==> src/hdl/gzhlc_pkg.sv <==
// ----------------------------------------------------------------------------
// gzip header length checker package
// Byte codes, phase codes, flag masks and the section selection function.
// ----------------------------------------------------------------------------
package gzhlc_pkg;

  localparam int DATA_BITS      = 8;
  localparam int OUT_BITS       = 20;
  localparam int COUNT_BITS_DEF = 20;
  localparam int FIXED_HDR_LEN  = 10;
  localparam int PHASE_BITS     = 4;
  localparam int FLAG_BITS      = 5;
  localparam int XLEN_BITS      = 16;

  localparam logic [DATA_BITS-1:0] MAGIC0_BYTE  = 8'h1F;
  localparam logic [DATA_BITS-1:0] MAGIC1_BYTE  = 8'h8B;
  localparam logic [DATA_BITS-1:0] METHOD_BYTE  = 8'h08;
  localparam logic [DATA_BITS-1:0] FLG_RESERVED = 8'hE0;

  // Flag bit positions inside the stored five flag bits.
  localparam int FLG_CRC     = 1;
  localparam int FLG_EXTRA   = 2;
  localparam int FLG_NAME    = 3;
  localparam int FLG_COMMENT = 4;

  // Parser phases.
  localparam logic [PHASE_BITS-1:0] PH_MAGIC0  = 4'd0;
  localparam logic [PHASE_BITS-1:0] PH_MAGIC1  = 4'd1;
  localparam logic [PHASE_BITS-1:0] PH_METHOD  = 4'd2;
  localparam logic [PHASE_BITS-1:0] PH_FLAGS   = 4'd3;
  localparam logic [PHASE_BITS-1:0] PH_SKIP    = 4'd4;
  localparam logic [PHASE_BITS-1:0] PH_XLEN_LO = 4'd5;
  localparam logic [PHASE_BITS-1:0] PH_XLEN_HI = 4'd6;
  localparam logic [PHASE_BITS-1:0] PH_NAME    = 4'd7;
  localparam logic [PHASE_BITS-1:0] PH_COMMENT = 4'd8;
  localparam logic [PHASE_BITS-1:0] PH_DONE    = 4'd9;

  // Control part of the parser state.
  typedef struct packed {
    logic [PHASE_BITS-1:0] phase;
    logic [FLAG_BITS-1:0]  flags;
    logic                  bad;
  } parse_ctl_t;

  // Outcome of moving on to the next optional section.
  typedef struct packed {
    logic [PHASE_BITS-1:0] phase;
    logic [FLAG_BITS-1:0]  flags;
    logic                  add_crc;
  } sect_t;

  // Picks the next optional section in header order and clears its flag.
  function automatic sect_t sect_pick(input logic [FLAG_BITS-1:0] flags);
    sect_t s;
    s.flags   = flags;
    s.add_crc = 1'b0;
    if (flags[FLG_EXTRA]) begin
      s.flags[FLG_EXTRA] = 1'b0;
      s.phase = PH_XLEN_LO;
    end else if (flags[FLG_NAME]) begin
      s.flags[FLG_NAME] = 1'b0;
      s.phase = PH_NAME;
    end else if (flags[FLG_COMMENT]) begin
      s.flags[FLG_COMMENT] = 1'b0;
      s.phase = PH_COMMENT;
    end else if (flags[FLG_CRC]) begin
      s.flags[FLG_CRC] = 1'b0;
      s.add_crc = 1'b1;
      s.phase = PH_SKIP;
    end else begin
      s.phase = PH_DONE;
    end
    return s;
  endfunction

endpackage

==> src/hdl/gzhlc_parse.sv <==
// ----------------------------------------------------------------------------
// gzip header parser step
// Next parser state for one byte and the result for a final byte.
// ----------------------------------------------------------------------------
module gzhlc_parse #(
  parameter int COUNT_BITS = gzhlc_pkg::COUNT_BITS_DEF
) (
  input  gzhlc_pkg::parse_ctl_t              ctl,
  input  logic [COUNT_BITS-1:0]              byte_count,
  input  logic [COUNT_BITS-1:0]              header_end,
  input  logic [gzhlc_pkg::DATA_BITS-1:0]    extra_len_low,
  input  logic [gzhlc_pkg::DATA_BITS-1:0]    data_byte,
  output gzhlc_pkg::parse_ctl_t              ctl_next,
  output logic [COUNT_BITS-1:0]              byte_count_next,
  output logic [COUNT_BITS-1:0]              header_end_next,
  output logic [gzhlc_pkg::DATA_BITS-1:0]    extra_len_low_next,
  output logic [gzhlc_pkg::OUT_BITS-1:0]     header_length,
  output logic                               header_found
);
  import gzhlc_pkg::*;

  localparam int CW = COUNT_BITS;
  localparam int WW = OUT_BITS + COUNT_BITS;

  function automatic logic [CW-1:0] sat_add(input logic [CW-1:0] a,
                                            input logic [XLEN_BITS-1:0] b);
    logic [CW:0] s;
    s = {1'b0, a} + {{(CW + 1 - XLEN_BITS){1'b0}}, b};
    return s[CW] ? {CW{1'b1}} : s[CW-1:0];
  endfunction

  logic [CW-1:0]        len;
  logic [PHASE_BITS-1:0] ph;
  logic [FLAG_BITS-1:0] fl;
  logic [CW-1:0]        he;
  logic [DATA_BITS-1:0] xl;
  logic                 bad;
  sect_t                s_skip1;
  sect_t                s_skip2;
  sect_t                s_term;
  logic [CW-1:0]        he_eff;
  logic                 ph_ok;
  logic                 hit;
  logic [WW-1:0]        wide;

  always_comb begin
    len     = sat_add(byte_count, XLEN_BITS'(1));
    ph      = ctl.phase;
    fl      = ctl.flags;
    he      = header_end;
    xl      = extra_len_low;
    bad     = ctl.bad;
    s_skip1 = sect_pick(fl);
    s_skip2 = sect_pick(s_skip1.flags);
    s_term  = sect_pick(fl);

    if (!bad) begin
      // Leave a finished skip region before looking at the byte. The second
      // pass can only follow the CRC skip, so it never adds to the end again.
      if (ph == PH_SKIP && byte_count >= he) begin
        ph = s_skip1.phase;
        fl = s_skip1.flags;
        if (s_skip1.add_crc) begin
          he = sat_add(he, XLEN_BITS'(2));
        end
        if (ph == PH_SKIP && byte_count >= he) begin
          ph = s_skip2.phase;
          fl = s_skip2.flags;
        end
      end

      case (ph)
        PH_MAGIC0: begin
          if (data_byte != MAGIC0_BYTE) bad = 1'b1; else ph = PH_MAGIC1;
        end
        PH_MAGIC1: begin
          if (data_byte != MAGIC1_BYTE) bad = 1'b1; else ph = PH_METHOD;
        end
        PH_METHOD: begin
          if (data_byte != METHOD_BYTE) bad = 1'b1; else ph = PH_FLAGS;
        end
        PH_FLAGS: begin
          if ((data_byte & FLG_RESERVED) != '0) begin
            bad = 1'b1;
          end else begin
            fl = data_byte[FLAG_BITS-1:0];
            he = CW'(FIXED_HDR_LEN);
            ph = PH_SKIP;
          end
        end
        PH_XLEN_LO: begin
          xl = data_byte;
          ph = PH_XLEN_HI;
        end
        PH_XLEN_HI: begin
          he = sat_add(len, {data_byte, xl});
          ph = PH_SKIP;
        end
        PH_NAME, PH_COMMENT: begin
          he = len;
          if (data_byte == '0) begin
            s_term = sect_pick(fl);
            ph = s_term.phase;
            fl = s_term.flags;
            if (s_term.add_crc) begin
              he = sat_add(len, XLEN_BITS'(2));
            end
          end
        end
        default: begin
        end
      endcase
    end

    // On the final byte an open name or comment ends at the buffer end and
    // only a pending CRC still adds to the header.
    he_eff = fl[FLG_CRC] ? sat_add(he, XLEN_BITS'(2)) : he;
    ph_ok  = (ph inside {PH_DONE, PH_NAME, PH_COMMENT}) ||
             (ph == PH_SKIP && he <= len && !fl[FLG_EXTRA]);
    hit    = !bad && len >= CW'(FIXED_HDR_LEN) && ph_ok && he_eff <= len;
    wide   = hit ? WW'(he_eff) : '0;
    header_length = (wide > WW'({OUT_BITS{1'b1}})) ? {OUT_BITS{1'b1}}
                                                   : wide[OUT_BITS-1:0];
    header_found  = header_length != '0;

    ctl_next.phase     = ph;
    ctl_next.flags     = fl;
    ctl_next.bad       = bad;
    byte_count_next    = len;
    header_end_next    = he;
    extra_len_low_next = xl;
  end

endmodule

==> src/hdl/gzip_header_length_checker_unit.sv <==
// ----------------------------------------------------------------------------
// gzip header length checker: the final byte of a buffer goes through the
// input and output registers to the result word. One byte per cycle while
// no final byte waits on a stalled output; other bytes give no output.
// Synchronous active-high reset clears the parser to the first magic byte.
// ----------------------------------------------------------------------------
module gzip_header_length_checker_unit #(
  parameter int COUNT_BITS = gzhlc_pkg::COUNT_BITS_DEF
) (
  input  logic                             clk,
  input  logic                             rst,
  input  logic                             in_valid,
  output logic                             in_stall,
  input  logic [gzhlc_pkg::DATA_BITS-1:0]  data_byte,
  input  logic                             last_byte,
  output logic                             out_valid,
  input  logic                             out_stall,
  output logic [gzhlc_pkg::OUT_BITS-1:0]   header_length,
  output logic                             header_found
);
  import gzhlc_pkg::*;

  // Input register. A byte sits here while the parser step works on it; it
  // is held only when it is a final byte and the output register still
  // holds a result that has not been taken.
  logic                  s1_valid;
  logic [DATA_BITS-1:0]  s1_data;
  logic                  s1_last;
  logic                  s1_go;

  // Parser state carried from byte to byte within one buffer.
  parse_ctl_t            ctl;
  logic [COUNT_BITS-1:0] byte_count;
  logic [COUNT_BITS-1:0] header_end;
  logic [DATA_BITS-1:0]  extra_len_low;

  parse_ctl_t            ctl_next;
  logic [COUNT_BITS-1:0] byte_count_next;
  logic [COUNT_BITS-1:0] header_end_next;
  logic [DATA_BITS-1:0]  extra_len_low_next;
  logic [OUT_BITS-1:0]   res_length;
  logic                  res_found;

  // Only a final byte needs room in the output register; all other bytes
  // move through whatever the output side does.
  assign s1_go    = s1_valid && (!s1_last || !out_valid || !out_stall);
  assign in_stall = s1_valid && !s1_go;

  always_ff @(posedge clk) begin
    if (rst) begin
      s1_valid <= 1'b0;
    end else if (in_valid && !in_stall) begin
      s1_valid <= 1'b1;
    end else if (s1_go) begin
      s1_valid <= 1'b0;
    end
  end

  always_ff @(posedge clk) begin
    if (in_valid && !in_stall) begin
      s1_data <= data_byte;
      s1_last <= last_byte;
    end
  end

  gzhlc_parse #(
    .COUNT_BITS(COUNT_BITS)
  ) u_parse (
    .ctl               (ctl),
    .byte_count        (byte_count),
    .header_end        (header_end),
    .extra_len_low     (extra_len_low),
    .data_byte         (s1_data),
    .ctl_next          (ctl_next),
    .byte_count_next   (byte_count_next),
    .header_end_next   (header_end_next),
    .extra_len_low_next(extra_len_low_next),
    .header_length     (res_length),
    .header_found      (res_found)
  );

  // After the final byte of a buffer the parser starts over, so the next
  // byte is taken as the first byte of a new buffer.
  always_ff @(posedge clk) begin
    if (rst || (s1_go && s1_last)) begin
      ctl.phase     <= PH_MAGIC0;
      ctl.flags     <= '0;
      ctl.bad       <= 1'b0;
      byte_count    <= '0;
      header_end    <= COUNT_BITS'(FIXED_HDR_LEN);
      extra_len_low <= '0;
    end else if (s1_go) begin
      ctl           <= ctl_next;
      byte_count    <= byte_count_next;
      header_end    <= header_end_next;
      extra_len_low <= extra_len_low_next;
    end
  end

  // Output register. It holds its word while the receiver stalls and takes
  // a new result in the same cycle the old one leaves.
  always_ff @(posedge clk) begin
    if (rst) begin
      out_valid <= 1'b0;
    end else if (s1_go && s1_last) begin
      out_valid <= 1'b1;
    end else if (!out_stall) begin
      out_valid <= 1'b0;
    end
  end

  always_ff @(posedge clk) begin
    if (s1_go && s1_last) begin
      header_length <= res_length;
      header_found  <= res_found;
    end
  end

endmodule

==> config.mk <==
export PLATFORM = sky130hd
export DESIGN_NAME = gzip_header_length_checker_unit
export DESIGN_NICKNAME = d
export VERILOG_FILES = /design/src/hdl/gzhlc_pkg.sv /design/src/hdl/gzhlc_parse.sv /design/src/hdl/gzip_header_length_checker_unit.sv
export SDC_FILE = /design/constraint.sdc
export NUM_CORES = 1
export LEC_CHECK = 0
export CELL_PAD_IN_SITES_DETAIL_PLACEMENT = 0
export CELL_PAD_IN_SITES_GLOBAL_PLACEMENT = 1
export CORE_MARGIN = 2
export CORE_UTILIZATION = 35
export CTS_CLUSTER_SIZE = 28
export DETAILED_ROUTE_END_ITERATION = 8
export DONT_BUFFER_PORTS = 1
export PLACE_DENSITY_LB_ADDON = 0.1
export SLEW_MARGIN = 10
export SYNTH_ARGS = -nofsm -noshare
export SYNTH_HDL_FRONTEND = slang
export SYNTH_SLANG_ARGS = --single-unit
==> constraint.sdc <==
create_clock -name clk -period 8.6 [get_ports clk]
set_input_delay 1.72 -clock clk [delete_from_list [all_inputs] [get_ports clk]]
set_output_delay 1.72 -clock clk [all_outputs]
set_load 0.1 [all_outputs]
==> run_results.csv <==
group,metric,value,unit
clock_tree,cts_root_buf,"clkbuf_16",
drt,detail-route-antenna-nets,0,
placement,placedCellCount,1824,
yosys,synth.ff_latch_count,89,
final_layout,instances_no_fill,1841,
grt,grt_pass1_vias,10623,
setup_path,critical_path_peak_fanout,13,
sta,setup_total_negative_slack,0,ps
setup_path,cp-start-kind,"register",
drt,dr_drc_count,0,
final_layout,layout_common_cells,"162 x nor2_1, 111 x nand2_1, 111 x a21oi_1",
power,total_power,0.00137,W
setup_path,cp.required,8810,ps
floorplan,floorplan.io_pins,36,
clock_tree,cts_buffers,9,
sta,report.final.setup_viol,0,
final_layout,num-fill-cells,3156,
floorplan,initial_core_util,0.355,
floorplan,dieHeight,177,um
yosys,synth_area_per_cell,7.45,um^2
placement,port_buffers,0,
setup_path,crit_arrival,8260,ps
sta,timing.max_slew.rel_slack,0.247,
setup_path,critPathSlowestCell,"ha_1",
grt,grt_first_pass_wirelength,69.6,mm
power,irDropWorstVdd,0.0853,mV
clock_tree,post_cts_buffers,0,
yosys,async_reset_ff_frac,0,
drt,totalWireLength,46.8,mm
setup_path,timing.critical_path.to_type,"register",
clock_tree,clock_latency,370,ps
run_status,outcome,"finished, final reports clean",
grt,initial_antenna_violation_count,0,
floorplan,overall_die_area,0.0314,mm^2
yosys,synth-edff-count,30,
final_layout,nNetsFinal,1560,
yosys,synth_warnings,0,
yosys,syn_inst,1409,
sta,layout_worst_path_cycle_share,0.936,
drt,post_detailed_route_wirelength_per_cell,25.4,um
yosys,synth_area,0.0105,mm^2
sta,timing_hold_violations_final,0,
clock_tree,cts_buffer_depth,2,
final_layout,drive_gt1_frac,0.121,
grt,grt_use_total,0.298,
setup_path,critPathMostFrequentCell,"buf_4",
floorplan,core-area,0.0296,mm^2
sta,final_skew,21.8,ps
setup_path,cpPeakStageDelay,490,ps
setup_path,path_class,"reg -> reg",
yosys,synthesis.nets,1523,
placement,detailed_place.area,0.0114,mm^2
run,drv_cap,0,
final_layout,design_area,0.0118,mm^2
placement,finalWeightedCongestion,0.960,
grt,grt_start_max_net_pins,54,
drt,drtIter0Drc,1121,
final_layout,antennaDiodeCount,0,
drt,vias,11445,
sta,hold-worst-slack,522,ps
power,total_leakage_power,4.80,nW
clock_tree,cts.clk_slew.worst_paths,70,ps
clock_tree,maximum_level_of_the_cts_h_tree,3,
floorplan,rows,63,
grt,grt-ovfl-total,0,
placement,dp.final_hpwl,37.8,mm
final_layout,layout.cells.most_common,"nor2_1",
floorplan,fp.dieW,177,um
yosys,ys_dominant_reg_cell,"dfxtp_1",
clock_tree,tritoncts,"yes",
min_path,holdCritPathClass,"reg -> reg",
sta,tightestPinTransition,1130,ps
power,power_density,115,mW/mm^2
yosys,yosysSeqAreaShare,0.198,
drt,avgViaCountPerCell,6.22,
drt,first_drt_pass_iteration_count,6,
clock_tree,cts.sinks,89,
yosys,ys_types,97,
sta,timing_max_transition_violations_final,0,
final_layout,flow.area_growth_from_synthesis,12.7,%
sta,clock.fmax,124,MHz
sta,period_minus_slack,8050,ps
==> per-stage QoR <==
| stage | utilization | setup slack (ps) |
|---|---|---|
| floorplan | - | 945 |
| global placement | 0.386 | 208 |
| detailed placement | 0.386 | 93.3 |
| CTS | 0.396 | 28.2 |
| global route | 0.400 | -13.3 |
| finish | 0.400 | 551 |
==> cell usage after synthesis, types with 25 or more instances <==
master / instances / area (um^2)
nand3_1: 51 / 255
nor2_1: 162 / 608
o21ai_0: 78 / 390
edfxtp_1: 30 / 901
dfxtp_1: 59 / 1180
inv_1: 64 / 240
nand4_1: 41 / 257
and3_1: 25 / 156
ha_1: 100 / 1250
a211oi_1: 39 / 293
a21oi_1: 111 / 556
clkbuf_1: 49 / 184
xnor2_1: 35 / 307
nand2_1: 111 / 417
nor3_1: 43 / 215
nor4_1: 31 / 194
==> layer usage <==
layer | GRT usage | part of all wire | vias up
met5 | 0 | 0 | -
met3 | 0.0374 | 0.065 | 78
met1 | 0.415 | 0.46 | 5514
met4 | 0.104 | 0.037 | 0
li1 | - | - | 5383
met2 | 0.470 | 0.44 | 470
==> final timing paths <==
check / endpoint / slack (ps) / from / depth (start not counted)
setup reg to reg: header_length[6]$_DFFE_PP_ / 550 / byte_count[3]$_SDFFE_PP0P_ / 35
hold reg to reg: byte_count[9]$_SDFFE_PP0P_ / 520 / byte_count[9]$_SDFFE_PP0P_ / 2
setup / recovery: header_length[6]$_DFFE_PP_ / 550 / byte_count[3]$_SDFFE_PP0P_ / 35
hold / removal: byte_count[9]$_SDFFE_PP0P_ / 520 / byte_count[9]$_SDFFE_PP0P_ / 2
==> power by group <==
| part | internal [W] | total (W) | switching (W) |
|---|---|---|---|
| combinational | 0.000165 | 0.000452 | 0.000287 |
| sequential | 0.000449 | 0.000482 | 0.0000331 |
| clock | 0.000230 | 0.000432 | 0.000201 |
==> logic make-up after synthesis <==
group / count (synthesis) / synth area share
AO/OA/AOI/OAI: 432 / 0.281
XOR/XNOR: 51 / 0.0425
adder cells (fa/ha/maj): 101 / 0.121
buffers and inverters: 140 / 0.0548
flip-flops: 89 / 0.198
multiplexers: 24 / 0.0231
AND/OR/NAND/NOR: 572 / 0.279
==> flip-flops by register name, indices dropped and copies added, names as in the netlist <==
register       cells
byte_count        20
header_end        20
header_length     20
ctl                9
extra_len_low      8
s1_data            8
header_found       1
out_valid          1
s1_last            1
s1_valid           1
==> timing repair <==
action,CTS,global route
endpoints found under the setup margin,0,21
gates resized for setup,0,22
hold buffers,0,0
==> worst max-delay path: cells and delay by family (launching register included) <==
| family | cells | cell delay [ps] |
|---|---|---|
| AOI/OAI and AO/OA | 11 | 2370 |
| xor gates and xnor gates | 2 | 320 |
| adders and majority gates | 3 | 1020 |
| buffers and inverters | 6 | 970 |
| DFF | 1 | 470 |
| and+or+nand+nor | 13 | 2720 |
==> cell type report <==
type	instances	area [um^2]	share of cell area
multi-input combinational	1181	7960	0.673
tap	390	488	0.0412
sequential	89	2090	0.176
clock inverter	6	75.1	0.00634
clock buffer	10	229	0.0193
inverter	65	244	0.0206
timing repair buffer	100	751	0.0634
(Power assumes the default switching activity.)
